$ cat config.mk
export PLATFORM = sky130hd
export DESIGN_NAME = tlqs_queue
export DESIGN_NICKNAME = d
export VERILOG_FILES = /design/src/design/tlqs_pkg.sv /design/src/design/tlqs_queue.sv
export SDC_FILE = /design/constraint.sdc
export NUM_CORES = 1
export LEC_CHECK = 0
export BUFFER_PORTS_ARGS = -buffer_cell sky130_fd_sc_hd__clkbuf_2
export CORE_MARGIN = 10
export CORE_UTILIZATION = 30
export DETAILED_ROUTE_END_ITERATION = 12
export PLACE_DENSITY = 0.57
export SYNTH_ARGS = -nofsm -noshare
export SYNTH_HDL_FRONTEND = slang
export SYNTH_SLANG_ARGS = --single-unit
$ cat constraint.sdc
create_clock -name clk -period 5.7 [get_ports clk]
set_input_delay 0 -clock clk [delete_from_list [all_inputs] [get_ports clk]]
set_output_delay 0 -clock clk [all_outputs]
set_load 0.005 [all_outputs]
$ cat src/design/tlqs_pkg.sv
// Shared constants and types for the thick line quad setup block.
// No dependencies; every other file imports this package.
package tlqs_pkg;

  // field formats
  localparam int COORD_W         = 24;
  localparam int COORD_FRAC_BITS = 8;
  localparam int WIDTH_W         = 8;
  localparam int DIR_FRAC_BITS   = 14;
  localparam int DIR_W           = 16;

  // length is kept with extra fraction bits before the divide
  localparam int LEN_EXTRA_BITS  = 7;

  // span magnitude, square and radicand widths
  localparam int SPAN_W     = COORD_W;
  localparam int DIFF_W     = COORD_W + 1;
  localparam int SQ_W       = 2 * SPAN_W;
  localparam int RAD_W      = SQ_W + 1 + 2 * LEN_EXTRA_BITS;
  localparam int ROOT_STEPS = (RAD_W + 1) / 2;
  localparam int LEN_W      = ROOT_STEPS;

  // divider widths: quotient never exceeds one in Q1.DIR_FRAC_BITS
  localparam int QUOT_W = DIR_FRAC_BITS + 1;
  localparam int NUM_W  = SPAN_W + DIR_FRAC_BITS + LEN_EXTRA_BITS + 1;
  localparam int REM_W  = LEN_W + 1;
  localparam logic [QUOT_W-1:0] DIR_ONE = QUOT_W'(1) << DIR_FRAC_BITS;

  // offset product and corner sum widths
  localparam int PROD_W = WIDTH_W + COORD_FRAC_BITS + QUOT_W;
  localparam int SUM_W  = COORD_W + 2;

  // queue between front and back
  localparam int QUEUE_DEPTH = 4;
  localparam int QPTR_W      = $clog2(QUEUE_DEPTH);
  localparam int QCNT_W      = $clog2(QUEUE_DEPTH + 1);

  // one classified segment
  typedef struct packed {
    logic signed [COORD_W-1:0] sx;
    logic signed [COORD_W-1:0] sy;
    logic signed [COORD_W-1:0] ex;
    logic signed [COORD_W-1:0] ey;
    logic [WIDTH_W-1:0]        w;
    logic                      neg_x;
    logic                      neg_y;
    logic [SPAN_W-1:0]         adx;
    logic [SPAN_W-1:0]         ady;
    logic                      degen;
    logic [SPAN_W-1:0]         major;
  } tlqs_geom_t;

endpackage

$ cat src/design/tlqs_queue.sv
// Short queue of classified segment words between front and back.
// Depends on tlqs_pkg.
module tlqs_queue (
  input  logic                 clk,
  input  logic                 rst,
  input  logic                 push,
  input  tlqs_pkg::tlqs_geom_t push_word,
  output logic                 full,
  input  logic                 pop,
  output logic                 head_ok,
  output tlqs_pkg::tlqs_geom_t head
);
  import tlqs_pkg::*;

  tlqs_geom_t        mem [0:QUEUE_DEPTH-1];
  logic [QPTR_W-1:0] wr_ptr, rd_ptr;
  logic [QCNT_W-1:0] count;

  assign full    = (count == QCNT_W'(QUEUE_DEPTH));
  assign head_ok = (count != '0);
  assign head    = mem[rd_ptr];

  // advance pointers and count
  always_ff @(posedge clk) begin
    if (rst) begin
      wr_ptr <= '0;
      rd_ptr <= '0;
      count  <= '0;
    end else begin
      if (push) wr_ptr <= wr_ptr + 1'b1;
      if (pop)  rd_ptr <= rd_ptr + 1'b1;
      if (push && !pop)      count <= count + 1'b1;
      else if (!push && pop) count <= count - 1'b1;
    end
  end

  always_ff @(posedge clk) begin
    if (push) mem[wr_ptr] <= push_word;
  end

endmodule

# Word-level counts from Yosys, hierarchy flattened
# Memories as Yosys holds them, arrays and structs flattened. A register that Yosys moved wholly into a read port is not among the register bits.
# Cells that the tools add are included.
classes:
  addsub: 4
  multipliers: 0
  div_mod_pow: 0
  magnitude_cmp: 0
  n_eq_ne: 1
  shifts: 0
  mux: 6
  n_bitwise: 0
  reduce_logical: 6
ops:
  columns: ["op", "n"]
  rows:
  - ["two-way mux 3 bit", 2]
  - ["adder 2 x 1 -> 2 bit, second input constant", 2]
  - ["two-way mux 2 bit", 2]
  - ["adder 3 x 1 -> 3 bit, second input constant", 1]
  - ["equality test 3 bit, second input constant", 1]
  - ["nonzero test 3 bit", 1]
  - ["subtractor 3 x 1 -> 3 bit, second input constant", 1]
  - ["logical AND 1 bit", 2]
  - ["logical NOT 1 bit", 2]
  - ["two-way mux 1 bit", 2]
  - ["nonzero test 2 bit", 1]
totals:
  ff_bits: 7
  latchBits: 0
  ram_bits: 716
  romBits: 0
  input_bits: 183
  output_inout_bits: 181
  word_cells: 21
  mem_count: 1
memory_table:
  columns: ["name", "words", "word_bits", "rd", "rd_ports_with_merged_regs", "write_ports", "line_no", "rtl"]
  rows:
  - ["mem", 4, 179, 1, 1, 1, "tlqs_queue.sv:15", "tlqs_geom_t mem [0:QUEUE_DEPTH-1];"]

# Logic depth before layout (Yosys ltp)
logic_depth:
  word_depth: 4
  depth_mapped: 7

# Least setup slack after synthesis
# No wires, ideal clock.
synth_path:
  path_kind: "reg-to-reg"
  startpoint: "register wr_ptr[0]"
  endpoint: "memory mem[0][0] (netlist bit) (enable)"
  arrival_ns: 4.622
  required_time_ns: 5.140
  path_slack_ns: 0.518
  stages_incl_launch_ff: 4
  synth_period_minus_slack_ns: 5.182
  cell_sequence: "dfxtp_1 > inv_1 > ha_1 > and2_1"
synth_lines:
  columns: ["element", "line_no", "rtl"]
  rows:
  - ["start: declaration", "tlqs_queue.sv:16", "logic [QPTR_W-1:0] wr_ptr, rd_ptr;"]
  - ["start signal: assignment", "tlqs_queue.sv:30", "if (push) wr_ptr <= wr_ptr + 1'b1;"]
  - ["end: declaration", "tlqs_queue.sv:15", null]
# Straight into the memory's write port.

==> metrics.md <==
| Metric | Value |
|---|---|
| Drt drc | 0 |
| Post-synth ARST share | 0% |
| GRT met2 Usage | 18.7% |
| Tmin final | 2820 ps |
| Combinational Power Share | 9.4% |
| Row cnt | around 110 |
| FF-to-FF setup slack | 3320 ps |
| Req. time, crit path | 5700 ps |
| PwrDens | between 300 and 400 nW/µm² |
| Flop pwr share | 50.8% |
| Post-synth cell types | 19 |
| Initial Util | 30.2% |
| Total number of vias | ~12k |
| Largest net degree at the start of global routing | slightly above 90 |
| RSZ-0062 raised after global routing | false |
| Status | complete, no violations |
| Net switching fraction of the power | 21.6% |
| Syn Nets | about 1.2k |
| CTS root buf | clkbuf_16 |
| Initial antenna violation count | 5 |
| Worst slew margin | 39.6% |
| Worst Clk Skew | 11.9 ps |
| Register area | about 22000 µm² |
| Mean Syn Cell Area | 26.8 µm² |
| 1st-iter DRT viols | approximately 760 |
| # setup viols final | 0 |
| Die Y | about 320 µm |
| Grt ovf | 0 |
| Finished Layout Cells | 2794 |
| Kind of critical path | reg2out |
| Critical R2R Capture | mem[2][140] |
| Post-synth EDFFs | ~700 |
| Cells on worst reg2reg path | 4 |
| Worst setup path end | head[150] |
| Worst-path clk slew | 60 ps |
| IO Pins | ~360 |
| Net Switching | approximately 2.6 mW |
| Tightest Hold Check Type | in2reg |
| Area occupied by multi-input gates | about 4300 µm² |
| Sequential area share after synthesis | about 83% |
| Post-Syn Area | around 26000 µm² |
| CTS max path bufs | 3 |
| Fill cells | 7788 |
| TNS Setup | 0 ps |
| PostCTS Resize Cnt | 0 |
| Commonest non-fill, non-tap cell in the layout | edfxtp_1 |
| GRT met1 Usage | between 10 and 15% |
| Drt total wl | 56300 µm |
| H-tree levels | 3 |
| Port Buf Inserts | 363 |
| CP max FO | 56 |
| Max Transition Viols Final | 0 |
| Register bit total from synthesis | ~730 |
| CTS Buf Count | 78 |
| Die footprint | 99700 µm² |
| Fmax | 355 MHz |
| Syn-to-layout area delta | 28.6% |
| Vias in the first global route | 13.7k |
| CTS tree | done |
| Leakage dissipation | 11.3 nW |
| Most frequent cells in the layout | 716 x edfxtp_1, 363 x clkbuf_2, 183 x dlygate4sd3_1 |
| Clk sinks | 725 |
| Chip width | 316 µm |
| Reg-to-reg startpoint | wr_ptr[0] |
| Worst Setup End Kind | output pin |
| Startpoint types | register |
| Max-Cap Viols | 0 |
| Internal power | 9.55 mW |
| Share of cells above drive strength 1 | between 40% and 50% |
| Final nets | 1765 |
| Peak VDD IR | 273 µV |
| Gate Count Post-Synth | 979 |
| Warnings from Yosys | 0 |
| Global-route wire length before repair | 85300 µm |
| Gr usage total | 11.2% |
| GR peak layer | met2 |
| Via/cell ratio | 4.42 |
| Met3 usage | 3.42% |
| Clk_lat worst skew | 600 ps |
| Worst slew pin tran | around 910 ps |
| Period Utilization, post-route | 49.4% |
| Placed Cells | 2468 |
| Final Hold Viols | 0 |
| Pwr Total | roughly 12 mW |
| Detail Route Antenna Nets | 0 |
| Core Box Area | approximately 87000 µm² |
| First-pass DRT Iterations | 5 |
| Clock Power Share | 39.7% |
| Arrival time worst endpoint | between 2000 and 3000 ps |
| Drt wl/cell | roughly 20 µm |
| Post-synth top flop | edfxtp_1 |
| RD Place Congestion | 0.702 |
| HPWL after DPL | 34100 µm |
-- cell families after synthesis --
kind of cell | after synthesis | share of synthesized area [%]
compound gates | 2 | 0.0381
mux | 181 | 15.4
xor+xnor | 5 | 0.167
fa+ha+maj | 6 | 0.315
simple gates | 15 | 0.286
buf+inv | 45 | 1.13
flops | 725 | 82.6
-- worst max-delay path, stage by stage, from the launching register on --
cell      delay, ps
dfxtp_4         730
buf_4           770
mux4_2          470
clkbuf_2        140
-- sequential cells by signal, summed over array words and instances (netlist names), named ones only --
register	count
wr_ptr	2
count	3
mem	716
rd_ptr	2
-- synth_stat cells, types with 3 or more instances --
library cell  instances  share of area, %
inv_1                 4             0.057
nor2_1                7              0.10
xor2_1                3              0.10
and2_1                4             0.095
mux4_2              179                15
buf_2                19              0.36
dfxtp_1               9              0.69
clkbuf_1              8              0.11
buf_6                14              0.60
ha_1                  5              0.24
edfxtp_1            716                82
-- per-layer routing --
| layer | routed length (µm) | vias up | part of all wire [%] |
|---|---|---|---|
| met3 | 3890 | 94 | 6.9 |
| met4 | 1190 | 6 | 2.1 |
| met1 | 22600 | 6425 | 40 |
| met2 | 28600 | 357 | 51 |
| met5 | 33 | - | 0.059 |
| li1 | - | 5462 | - |
-- power groups by stage --
stage               Clock (mW)  Sequential (mW)  Combinational, mW
floorplan                    0             6.32              0.580
CTS                       5.00             6.20               1.20
global placement             0             6.30               1.07
detailed placement           0             6.31               1.09
global route              5.22             6.21               1.26
finish                    4.84             6.19               1.15
-- stage by stage --
| stage | hold slack (ps) | util [%] | setup slack [ps] | cell area, µm² |
|---|---|---|---|---|
| floorplan | 98.9 | - | 518 | 26200 |
| global placement | 213 | 33.9 | 3260 | 29400 |
| detailed placement | 220 | 33.9 | 3250 | 29400 |
| CTS | 91.4 | 38.9 | 2780 | 33700 |
| global route | 120 | 38.9 | 2720 | 33700 |
| finish | 141 | 38.9 | 2880 | 33700 |
-- what timing repair did --
action	CTS	global route
hold buffers	183	0
hold endpoints to repair	725	0
setup buffers	0	0
-- worst min-delay path by stage --
stage,startpoint,to,depth (start not counted),slack (ps)
after floorplan,push_word[0],mem[0][0],0,100
after global placement,push_word[77],mem[0][77],1,210
after detailed placement,push_word[6],mem[0][6],1,220
after CTS,push_word[25],mem[2][25],2,90
after global routing,push_word[93],mem[1][93],2,120
final,push_word[6],mem[0][6],2,140
-- final cells by class --
class                           count  area share (%)
Multi-Input combinational cell    209            12.7
Inverter                            4          0.0445
Sequential cell                   725            64.3
Clock buffer                      101            6.38
Tap cell                         1155            4.28
Timing Repair Buffer              558            11.3
Antenna cell                        2          0.0148
Clock inverter                     40           0.986
(Power assumes the default switching activity.)
