`config.mk`:
```
export PLATFORM = sky130hd
export DESIGN_NAME = tlqs_front
export DESIGN_NICKNAME = d
export VERILOG_FILES = /design/src/design/tlqs_pkg.sv /design/src/design/tlqs_front.sv
export SDC_FILE = /design/constraint.sdc
export NUM_CORES = 1
export LEC_CHECK = 0
export BUFFER_PORTS_ARGS = -buffer_cell sky130_fd_sc_hd__buf_2
export CORE_MARGIN = 3
export CORE_UTILIZATION = 59
export CTS_CLUSTER_DIAMETER = 60
export DETAILED_ROUTE_END_ITERATION = 8
export PLACE_DENSITY = 0.84
export SETUP_SLACK_MARGIN = 0.5
export SYNTH_ARGS = -nofsm -noshare
export SYNTH_HDL_FRONTEND = slang
export SYNTH_SLANG_ARGS = --single-unit
```
`constraint.sdc`:
```
create_clock -name clk -period 25 [get_ports clk]
set_clock_uncertainty 0.1 [all_clocks]
set_input_delay 2.5 -clock clk [delete_from_list [all_inputs] [get_ports clk]]
set_output_delay 2.5 -clock clk [all_outputs]
set_load 0.01 [all_outputs]
```
`src/design/tlqs_pkg.sv`:
```
// Shared constants and types for the thick line quad setup block.
// No dependencies; every other file imports this package.
package tlqs_pkg;

  // field formats
  localparam int COORD_W         = 24;
  localparam int COORD_FRAC_BITS = 8;
  localparam int WIDTH_W         = 8;
  localparam int DIR_FRAC_BITS   = 14;
  localparam int DIR_W           = 16;

  // length is kept with extra fraction bits before the divide
  localparam int LEN_EXTRA_BITS  = 7;

  // span magnitude, square and radicand widths
  localparam int SPAN_W     = COORD_W;
  localparam int DIFF_W     = COORD_W + 1;
  localparam int SQ_W       = 2 * SPAN_W;
  localparam int RAD_W      = SQ_W + 1 + 2 * LEN_EXTRA_BITS;
  localparam int ROOT_STEPS = (RAD_W + 1) / 2;
  localparam int LEN_W      = ROOT_STEPS;

  // divider widths: quotient never exceeds one in Q1.DIR_FRAC_BITS
  localparam int QUOT_W = DIR_FRAC_BITS + 1;
  localparam int NUM_W  = SPAN_W + DIR_FRAC_BITS + LEN_EXTRA_BITS + 1;
  localparam int REM_W  = LEN_W + 1;
  localparam logic [QUOT_W-1:0] DIR_ONE = QUOT_W'(1) << DIR_FRAC_BITS;

  // offset product and corner sum widths
  localparam int PROD_W = WIDTH_W + COORD_FRAC_BITS + QUOT_W;
  localparam int SUM_W  = COORD_W + 2;

  // queue between front and back
  localparam int QUEUE_DEPTH = 4;
  localparam int QPTR_W      = $clog2(QUEUE_DEPTH);
  localparam int QCNT_W      = $clog2(QUEUE_DEPTH + 1);

  // one classified segment
  typedef struct packed {
    logic signed [COORD_W-1:0] sx;
    logic signed [COORD_W-1:0] sy;
    logic signed [COORD_W-1:0] ex;
    logic signed [COORD_W-1:0] ey;
    logic [WIDTH_W-1:0]        w;
    logic                      neg_x;
    logic                      neg_y;
    logic [SPAN_W-1:0]         adx;
    logic [SPAN_W-1:0]         ady;
    logic                      degen;
    logic [SPAN_W-1:0]         major;
  } tlqs_geom_t;

endpackage

```
`src/design/tlqs_front.sv`:
```
// Front end: accepts segment words, forms spans, magnitudes and the major length.
// Depends on tlqs_pkg; feeds tlqs_queue.
module tlqs_front (
  input  logic                                clk,
  input  logic                                rst,
  input  logic                                in_valid,
  output logic                                in_stall,
  input  logic signed [tlqs_pkg::COORD_W-1:0] start_x,
  input  logic signed [tlqs_pkg::COORD_W-1:0] start_y,
  input  logic signed [tlqs_pkg::COORD_W-1:0] end_x,
  input  logic signed [tlqs_pkg::COORD_W-1:0] end_y,
  input  logic [tlqs_pkg::WIDTH_W-1:0]        line_width,
  input  logic                                q_full,
  output logic                                push,
  output tlqs_pkg::tlqs_geom_t                push_word
);
  import tlqs_pkg::*;

  logic                      f1_v;
  logic signed [COORD_W-1:0] f1_sx, f1_sy, f1_ex, f1_ey;
  logic [WIDTH_W-1:0]        f1_w;
  logic signed [DIFF_W-1:0]  f1_dx, f1_dy;
  logic                      f2_v;
  tlqs_geom_t                f2_g;
  logic                      fen;
  logic [SPAN_W-1:0]         adx, ady;

  // hold both stages while stage two holds a word and the queue is full
  assign fen      = !(f2_v && q_full);
  assign in_stall = !fen;
  assign push     = f2_v && !q_full;
  assign push_word = f2_g;

  assign adx = f1_dx[DIFF_W-1] ? SPAN_W'(-f1_dx) : SPAN_W'(f1_dx);
  assign ady = f1_dy[DIFF_W-1] ? SPAN_W'(-f1_dy) : SPAN_W'(f1_dy);

  always_ff @(posedge clk) begin
    if (rst) begin
      f1_v <= 1'b0;
      f2_v <= 1'b0;
    end else if (fen) begin
      f1_v <= in_valid;
      f2_v <= f1_v;
    end
  end

  // span stage
  always_ff @(posedge clk) begin
    if (fen) begin
      f1_sx <= start_x;
      f1_sy <= start_y;
      f1_ex <= end_x;
      f1_ey <= end_y;
      f1_w  <= line_width;
      f1_dx <= DIFF_W'(end_x) - DIFF_W'(start_x);
      f1_dy <= DIFF_W'(end_y) - DIFF_W'(start_y);
    end
  end

  // magnitude and classification stage
  always_ff @(posedge clk) begin
    if (fen) begin
      f2_g.sx    <= f1_sx;
      f2_g.sy    <= f1_sy;
      f2_g.ex    <= f1_ex;
      f2_g.ey    <= f1_ey;
      f2_g.w     <= f1_w;
      f2_g.neg_x <= f1_dx[DIFF_W-1];
      f2_g.neg_y <= f1_dy[DIFF_W-1];
      f2_g.adx   <= adx;
      f2_g.ady   <= ady;
      f2_g.degen <= (adx == '0) && (ady == '0);
      f2_g.major <= (adx > ady) ? adx : ady;
    end
  end

endmodule

```
=== Word level (Yosys, flattened, before mapping) ===
Cells that the tools add are included.

* $add $sub $neg: 4
* Order comparisons: 1
* Mux-type cells: 3
* Reduce and logical (&&, ||, !) cells: 6

{| class="wikitable"
|+ Operator list
! cell !! number
|-
| 24-bit two-way mux || 3
|-
| 24-bit by 24-bit subtractor with 25-bit output || 2
|-
| 24-bit logical NOT || 2
|-
| 24-bit negation || 2
|-
| 24-bit > comparator || 1
|-
| 1-bit logical AND || 3
|-
| 1-bit logical NOT || 1
|}

* Register bits: 335
* Bits of input ports: 108
* Output and inout bits: 181
* Word-level logic and storage cells: 34

=== Logic depth before layout (Yosys ltp) ===
Gate-level depths: netlist of run 1.

* Depth after elaboration: 4
* Depth in mapped cells: 19
* Mapped depth without buffers: 17

=== Least setup slack after synthesis of run 1 ===
OpenSTA, ideal clock, no wires.

* Path type: in2out
* From: input q_full
* To: output in_stall
* Data arrival time: 10.550 ns
* Slack: 11.850 ns
* Stages: 2
* Cells stage by stage: nand2_1 > inv_1

* Longest elaborated chain between the ends: 1

{| class="wikitable"
|+ RTL lines
! item !! RTL line !! source
|-
| start: declaration || tlqs_front.sv:13 || <nowiki>input logic q_full,</nowiki>
|-
| 1-bit logical AND || tlqs_front.sv:29 || <nowiki>assign fen = !(f2_v && q_full);</nowiki>
|-
| end: declaration || tlqs_front.sv:7 || <nowiki>output logic in_stall,</nowiki>
|}

No other way between the ends.

=== Worst setup path in the final report of run 1 ===
Same ends and word-level chain as after synthesis.

==> results of run 1 <==
[cells by family after synthesis]
group	after synthesis	synth area share, %
AND/OR/NAND/NOR	156	5.857
flip-flops	335	69.42
XOR/XNOR	85	5.199
AO/OA/AOI/OAI	167	7.881
buffers and inverters	120	3.114
multiplexers	25	1.765
adder cells (fa/ha/maj)	77	6.765
[critical path, cell delays in order]
cell and delay [ns]:
buf_2 0.12, nand2_4 0.76, inv_1 0.18, buf_2 0.21
[registers in the layout, indices dropped and copies added, names as in the netlist, 8 cells and up]
name       flops
f1_sx         24
f1_dx         25
f1_dy         25
f1_sy         24
push_word    179
f1_ey         24
f1_w           8
f1_ex         24
[layer usage]
metal  part of all wire [%]  up-vias  global-route usage, %
met4                    3.3        2                  7.766
met5                  0.043        -                      0
met1                     40     4318                  29.20
li1                       -     4253                      -
met3                    8.0       67                  6.384
met2                     49      351                  37.20
[power breakdown]
group	total [µW]	switching (µW)	internal, µW	leakage (µW)
combinational	382	229	153	0.00353
clock	542	209	334	0.000598
sequential	782	43.9	738	0.00351
[path summary, 6_finish.rpt]
kind | from | end | slack [ns] | cells after the start
worst max-delay path | q_full | in_stall | 18.63 | 4
worst min-delay path | f1_ey[9]$_DFFE_PN_ | push_word[92]$_DFFE_PN_ | 0.32 | 0
worst min register to register | f1_ey[9]$_DFFE_PN_ | push_word[92]$_DFFE_PN_ | 0.32 | 0
worst max register to register | f1_dx[9]$_DFFE_PN_ | push_word[2]$_DFFE_PN_ | 19.36 | 15
[metrics by stage]
step	setup slack (ns)	cell area (µm²)	util, %	total power, µW
5_1_grt	18.48	17530	73.78	1787
2_1_floorplan	11.85	14460	-	1024
4_1_cts	18.60	17530	73.78	1716
3_5_place_dp	18.60	16310	68.65	1169
6_report	18.63	17530	73.78	1706
3_3_place_gp	18.67	16310	68.65	1156
[cell type report]
cell class | count | area share, %
inverter | 109 | 2.335
multi-input combinational | 510 | 22.71
clock buffer | 41 | 5.369
timing repair buffer | 293 | 8.439
sequential | 335 | 57.29
clock inverter | 22 | 1.585
tap | 319 | 2.277
[synth_stat cells (all sizes together), types with 15 or more instances]
cell type / number
edfxtp: 333
inv: 109
ha: 75
xor2: 48
a21oi: 39
xnor2: 37
o21ai: 33
nand2: 29
a21o: 28
nor2: 28
mux2i: 21
nand2b: 15
==> results.cfg, run 1 <==
[synthesis]
synth_area_um2 = 14460
ys_ff_latch = 335
synth_top_area_share_pct = 69.14
synth_nets = 1150
netlist-cell-type-count = 61
synth_area_leader_cell = edfxtp_1
seq_area_frac_synth_pct = 69.42
async_flop_share_pct = 0
synth_warnings = 0
synth_edf_count = 333
synthCells = 965
synthFlopType = edfxtp_1
synthTopCellsByArea = edfxtp_1, ha_1, xor2_1
avgSynthCellArea_um2 = 14.99

[route]
vias = 8991
wl_per_cell_um = 18.50
initialDrtViolationCount = 689
firstDrtPassIters = 5
totalWireLength_um = 30140
remaining_drc_errors = 0
antenna_left = 0
vias_per_cell = 5.519

[clock_network]
clock_latency_ns = 0.51
cts_sinks = 335
cts_hold_buf = 0
htree_levels = 2
cts_tree = done
cts_root_buffer = clkbuf_16
clk_pin_slew_ns = 0.06
post_cts_buffers = 0
cts_buffers = 35
cts_buffer_depth = 3
postCtsResizedCells = 0

[run]
max_cap_violations = 0

[grt]
grt_pass1_vias = 8914
track_usage_pct = 22.58
overflow = 0
grt_pass1_wl_um = 46690
antenna_found_initial = 1
grt_max_degree = 82

[sta]
hold_slack_ns = 0.3152
relSlewSlack_pct = 27.75
finalHoldViolations = 0
fin_tns_setup_ns = 0
rsz0062_at_grt = no
worst_slew_pin_slew_ns = 1.084
finalMaxSlewViolations = 0
min_period_over_period_pct = 25.48
max_freq_ghz = 0.1570
setup_viol = 0
period_minus_slack_ns = 6.371

[layout]
final_nets = 1469
layout_commonest_cell = edfxtp_1
instances_no_fill = 1629
mostFrequentLayoutCells = edfxtp_1, buf_2, inv_1
diodes = 0
fillers = 1479
multi_input_comb_area_um2 = 3980
seqCellArea_um2 = 10040
syn2layout_area_growth_pct = 21.18
drive_gt1_share_pct = 27.94

[placed_design]
place_congestion = 0.8449
portBuffers = 288
place_inst = 1566
hpwl_um = 21610

[floorplanning]
rows = 56
die_x_um = 162.6
die-area_um2 = 26430
start_util_pct = 60.89
ios = 289
core_um2 = 23750
die_y_um = 162.6

[critical_path]
crit_type = in -> out
arrival_ns = 3.77
crit_fanout = 81
crit_required_ns = 22.40
start_kind = input pin
end_kind = primary output

[outcome]
status = completed

[power]
ir_drop_mv = 0.05429
power.density_nw_per_um2 = 97.36
total_leakage_power_uw = 0.007631

[worst_hold_path]
worstHoldPathType = reg -> reg
Note: power is estimated with default switching activity, not from simulation.
==> run 2: changes to the inputs <==
- CORE_UTILIZATION: 59 -> 50
- PLACE_DENSITY: 0.84 -> 0.75
- clock period: 25 -> 5.35 ns (I/O delays scaled with it)
==> run 2 against run 1 <==
Cell count rose by 4.5%. Register-to-register slack got worse by 19 ns. Die area rose by 17%. Largest cell class unchanged.
==> results.cfg, run 2 (synthesis gave the netlist of run 1 again) <==
[floorplanning]
die_x_um = 176.1
core_um2 = 28160
start_util_pct = 51.35
die_y_um = 176.1
die-area_um2 = 31000
rows = 61
ios = 289

[sta]
period_minus_slack_ns = 4.743
min_period_over_period_pct = 88.65
finalMaxSlewViolations = 0
setup_viol = 0
fin_tns_setup_ns = 0
worst_slew_pin_slew_ns = 0.9305
max_freq_ghz = 0.2109
relSlewSlack_pct = 37.97
rsz0062_at_grt = no
hold_slack_ns = 0.09163
finalHoldViolations = 0

[route]
vias = 8859
wl_per_cell_um = 17.93
totalWireLength_um = 30520
antenna_left = 0
initialDrtViolationCount = 617
firstDrtPassIters = 5
remaining_drc_errors = 0
vias_per_cell = 5.205

[clock_network]
cts_root_buffer = clkbuf_16
cts_hold_buf = 0
htree_levels = 2
cts_buffer_depth = 3
cts_tree = done
cts_sinks = 335
clock_latency_ns = 0.51
cts_buffers = 36
clk_pin_slew_ns = 0.06

[power]
total_leakage_power_uw = 0.007686
finalPower_uw = 7931
comb_power_share_pct = 24.1
clkPwrFrac_pct = 29.6
power.density_nw_per_um2 = 447.7
swShare_pct = 29.13
seqPwrFrac_pct = 46.3
p_sw_uw = 2310
internal-power_uw = 5621
ir_drop_mv = 0.2372

[critical_path]
cp_cell_sequence = or3_4 -> or4_4 -> or3b_4 -> o41ai_2 -> xor2_1 -> inv_1 -> ha_1 -> nand4_1 -> or3_1 -> o21ai_1 -> a211oi_2 -> a21o_2 -> buf_4 -> buf_4 -> mux2i_1
cp_common_cell = buf_4
start_kind = flop
r2r_end = push_word[20]$_DFFE_PN_
end_kind = flop
crit_fanout = 7
arrival_ns = 4.89
slowest_stage = or4_4
r2r_cells = 15
timing.rr.start = f1_dx[0]$_DFFE_PN_
r2r_slack_ns = 0.61
cpPeakStageDelay_ns = 0.47
crit_required_ns = 5.49
crit_type = reg -> reg

[layout]
drive_gt1_share_pct = 29.38
final_area_um2 = 17710
diodes = 0
layout_commonest_cell = edfxtp_1
syn2layout_area_growth_pct = 22.48
largest_reg_flops = 179
final_nets = 1484
mostFrequentLayoutCells = edfxtp_1, buf_2, inv_1

[worst_hold_path]
min_from = rst
min_to = f1_v$_SDFFE_PP0N_
min_path_cells = 2
worstHoldPathType = in -> reg

[grt]
grt_max_degree = 118
gr-usage-met2_pct = 30.72
use_met3_pct = 4.000
busiest_layer = met2
overflow = 0
gr-usage-met1_pct = 26.79
grt_pass1_wl_um = 46630
antenna_found_initial = 0
grt_pass1_vias = 8625
track_usage_pct = 19.18

[placed_design]
dpl_cell_area_um2 = 16450
portBuffers = 288
hpwl_um = 22360
place_congestion = 0.8606

[run]
max_cap_violations = 0

[outcome]
status = completed
run 2: repair_timing:
action,CTS,global route
pin swaps,0,6
resized for setup,1,14
endpoints found under the setup margin,21,24
cloned,0,1
hold endpoints to repair,0,0
buffers inserted,0,7
run 2: metrics by stage:
stage,util (%),worst slack (ns),cells
floorplan,-,0.6897,965
global placement,58.40,0.4716,1631
detailed placement,58.40,0.3895,1631
CTS,62.41,0.5098,1694
global route,62.90,0.4794,1702
finish,62.90,0.6073,1702
run 2: worst max-delay path by stage:
| stage | start | to | cells after the start |
|---|---|---|---|
| after floorplan | f1_dx[3]$_DFFE_PN_ | push_word[0]$_DFFE_PN_ | 17 |
| after global placement | f1_dx[0]$_DFFE_PN_ | push_word[9]$_DFFE_PN_ | 15 |
| after detailed placement | f1_dx[0]$_DFFE_PN_ | push_word[12]$_DFFE_PN_ | 15 |
| after CTS | f1_dx[0]$_DFFE_PN_ | push_word[8]$_DFFE_PN_ | 15 |
| after global routing | f1_dx[0]$_DFFE_PN_ | push_word[20]$_DFFE_PN_ | 15 |
| final | f1_dx[0]$_DFFE_PN_ | push_word[20]$_DFFE_PN_ | 15 |
run 2: worst max-delay path, delay by kind of cell, from the launching register on:
kind | cells | cell delay [ns]
AOI/OAI and AO/OA | 4 | 0.83
and+or+nand+nor | 5 | 1.96
DFF | 1 | 0.42
muxes | 1 | 0.12
adders and majority gates | 1 | 0.31
xor gates and xnor gates | 1 | 0.33
buffers and inverters | 3 | 0.40
run 2: layout make-up:
type / instances / area (µm²)
Tap cell: 378 / 473.0
Inverter: 109 / 409.1
Clock inverter: 22 / 187.7
Fill cell: 2094 / 10450
Sequential cell: 335 / 10040
Clock buffer: 41 / 940.9
Timing Repair Buffer: 306 / 1593
Multi-Input combinational cell: 511 / 4071
run 2: power by group through the flow:
stage | Combinational [µW] | Clock, µW | Sequential [µW]
4_1_cts | 1840 | 2410 | 3660
2_1_floorplan | 946 | 0 | 3820
5_1_grt | 2090 | 2520 | 3710
6_report | 1910 | 2350 | 3670
3_3_place_gp | 1800 | 0 | 3710
3_5_place_dp | 1830 | 0 | 3710
run 2: per-layer routing:
metal  wire length, µm  share of wire (%)
met1             13170                 43
met2             14490                 47
met3              2199                7.2
met4               653                2.1
met5                 0                  0
==> run 3: changes to the inputs <==
- REMOVE_ABC_BUFFERS: default -> 1
==> run 3 against run 2 <==
Largest power group unchanged. Cell count up 0.59%. Count of clock-buffer cells in the layout up 6. Non-clock buffer count up 5. Combinational power up 5%. Fmax up 1.4%. Final area up 0.73%. Critical path depth unchanged. Via count up 1.4%. First-iteration DRC count up 3.9%. Largest cell class unchanged. Utilization up 0.46 points. Sequential power about the same.
==> results.cfg, run 3 (synthesis gave the netlist of run 1 again) <==
[power]
p_sw_uw = 2338
internal-power_uw = 5872
total_leakage_power_uw = 0.007757
comb_power_share_pct = 24.4
clkPwrFrac_pct = 30.7
ir_drop_mv = 0.2769
swShare_pct = 28.48
seqPwrFrac_pct = 44.9
finalPower_uw = 8210
power.density_nw_per_um2 = 460.1

[placed_design]
hpwl_um = 23100
dp_slack_ns = 0.4773
portBuffers = 288
place_congestion = 0.8482

[route]
vias = 8984
vias_per_cell = 5.248
wl_per_cell_um = 18.30
remaining_drc_errors = 0
totalWireLength_um = 31330
initialDrtViolationCount = 641
antenna_left = 0
firstDrtPassIters = 5

[critical_path]
r2r_end = push_word[2]$_DFFE_PN_
r2r_slack_ns = 0.67
r2r_cells = 15
arrival_ns = 4.83
start_kind = flop
timing.rr.start = f1_dx[0]$_DFFE_PN_
crit_type = reg -> reg
crit_required_ns = 5.50
end_kind = flop
crit_fanout = 13
setup.worst_path.start = f1_dx[0]$_DFFE_PN_

[layout]
fillers = 2147
syn2layout_area_growth_pct = 23.38
mostFrequentLayoutCells = edfxtp_1, buf_2, inv_1
post-route-util_pct = 63.36
seqCellArea_um2 = 10040
drive_gt1_share_pct = 29.24
layout_commonest_cell = edfxtp_1
multi_input_comb_area_um2 = 4020
final_nets = 1490
largest_reg_flops = 179
diodes = 0

[worst_hold_path]
worstHoldPathType = in -> reg
min_path_cells = 2
min_from = rst
min_to = f1_v$_SDFFE_PP0N_

[floorplanning]
ios = 289
rows = 61
die_y_um = 176.1
core_um2 = 28160
start_util_pct = 51.35
die_x_um = 176.1
die-area_um2 = 31000

[grt]
grt_pass1_wl_um = 48020
grt_max_degree = 176
antenna_found_initial = 0
track_usage_pct = 19.72
overflow = 0
grt_pass1_vias = 8923

[sta]
setup_viol = 0
setup_ws_ns = 0.6724
finalHoldViolations = 0
max_freq_ghz = 0.2138
worst_slew_pin_slew_ns = 0.9756
finalMaxSlewViolations = 0
relSlewSlack_pct = 34.96
period_minus_slack_ns = 4.678
rsz0062_at_grt = no
min_period_over_period_pct = 87.43

[clock_network]
cts_buffers = 38
clock_latency_ns = 0.51
cts_tree = done
htree_levels = 2
clk_pin_slew_ns = 0.06
cts_buffer_depth = 3
cts_root_buffer = clkbuf_16
cts_sinks = 335

[outcome]
status = completed

[run]
max_cap_violations = 0
-- run 3: cell types whose count changed in the layout (fill, tap and decap cells not counted), sizes merged --
cell / before / now
buf: 306 / 311
a21o: 29 / 28
clkbuf: 41 / 47
bufinv: 2 / 3
inv: 112 / 111
-- run 3: final cells by class --
cell class | count | share of cell area [%]
clock buffers | 47 | 5.876
clock inverters | 22 | 1.045
inverters | 109 | 2.293
multi-input cells | 510 | 22.53
flip-flops and latches | 335 | 56.26
well taps | 378 | 2.650
repair buffers | 311 | 9.347
-- run 3: how the worst max path moves through the flow --
stage | to | slack (ns) | depth (start not counted)
2_1_floorplan | f1_v$_SDFFE_PP0N_ | -3.91 | 4
3_3_place_gp | push_word[16]$_DFFE_PN_ | 0.59 | 15
3_5_place_dp | push_word[16]$_DFFE_PN_ | 0.48 | 15
4_1_cts | push_word[16]$_DFFE_PN_ | 0.53 | 15
5_1_grt | push_word[1]$_DFFE_PN_ | 0.50 | 15
6_report | push_word[2]$_DFFE_PN_ | 0.67 | 15
-- run 3: power by group through the flow --
stage	combinational [µW]	sequential, µW	clock (µW)
6_report	2010	3680	2520
5_1_grt	2210	3730	2680
4_1_cts	1870	3680	2570
3_5_place_dp	1860	3730	0
3_3_place_gp	1830	3720	0
2_1_floorplan	923	3850	0
-- run 3: stage by stage --
step           area, µm²  cells  TNS (ns)  hold WS (ns)
2_1_floorplan      14420    954  -1079.03        0.3003
3_3_place_gp       16460   1630         0        0.3006
3_5_place_dp       16460   1630         0        0.3045
4_1_cts            17690   1699         0       0.07881
5_1_grt            17840   1712         0       0.08273
6_report           17840   1712         0       0.09543
-- run 3: timing repair --
action | in CTS | in global routing
setup endpoints to repair | 3 | 23
buffers inserted | 0 | 13
pin swaps | 0 | 3
resized for setup | 1 | 8
hold buffers | 0 | 0
-- run 3: critical path, stage by stage, from the launching register on --
cell and delay, ns:
edfxtp_1 0.40, or3_1 0.42, or4_4 0.47, or3b_4 0.48, o41ai_4 0.31, xor2_1 0.27, inv_1 0.11, ha_1 0.32
a21o_1 0.16, a21o_1 0.18, a21oi_2 0.15, o21ai_1 0.08, a211oi_1 0.23, a21o_1 0.22, buf_12 0.17, mux2_2 0.34
-- run 3: metal layers --
metal	global-route usage (%)	up-vias	wire length [µm]
met5	0	-	0
met4	6.137	0	843
met3	4.430	55	2271
met2	32.52	327	15050
met1	26.31	4300	13160
li1	-	4302	-
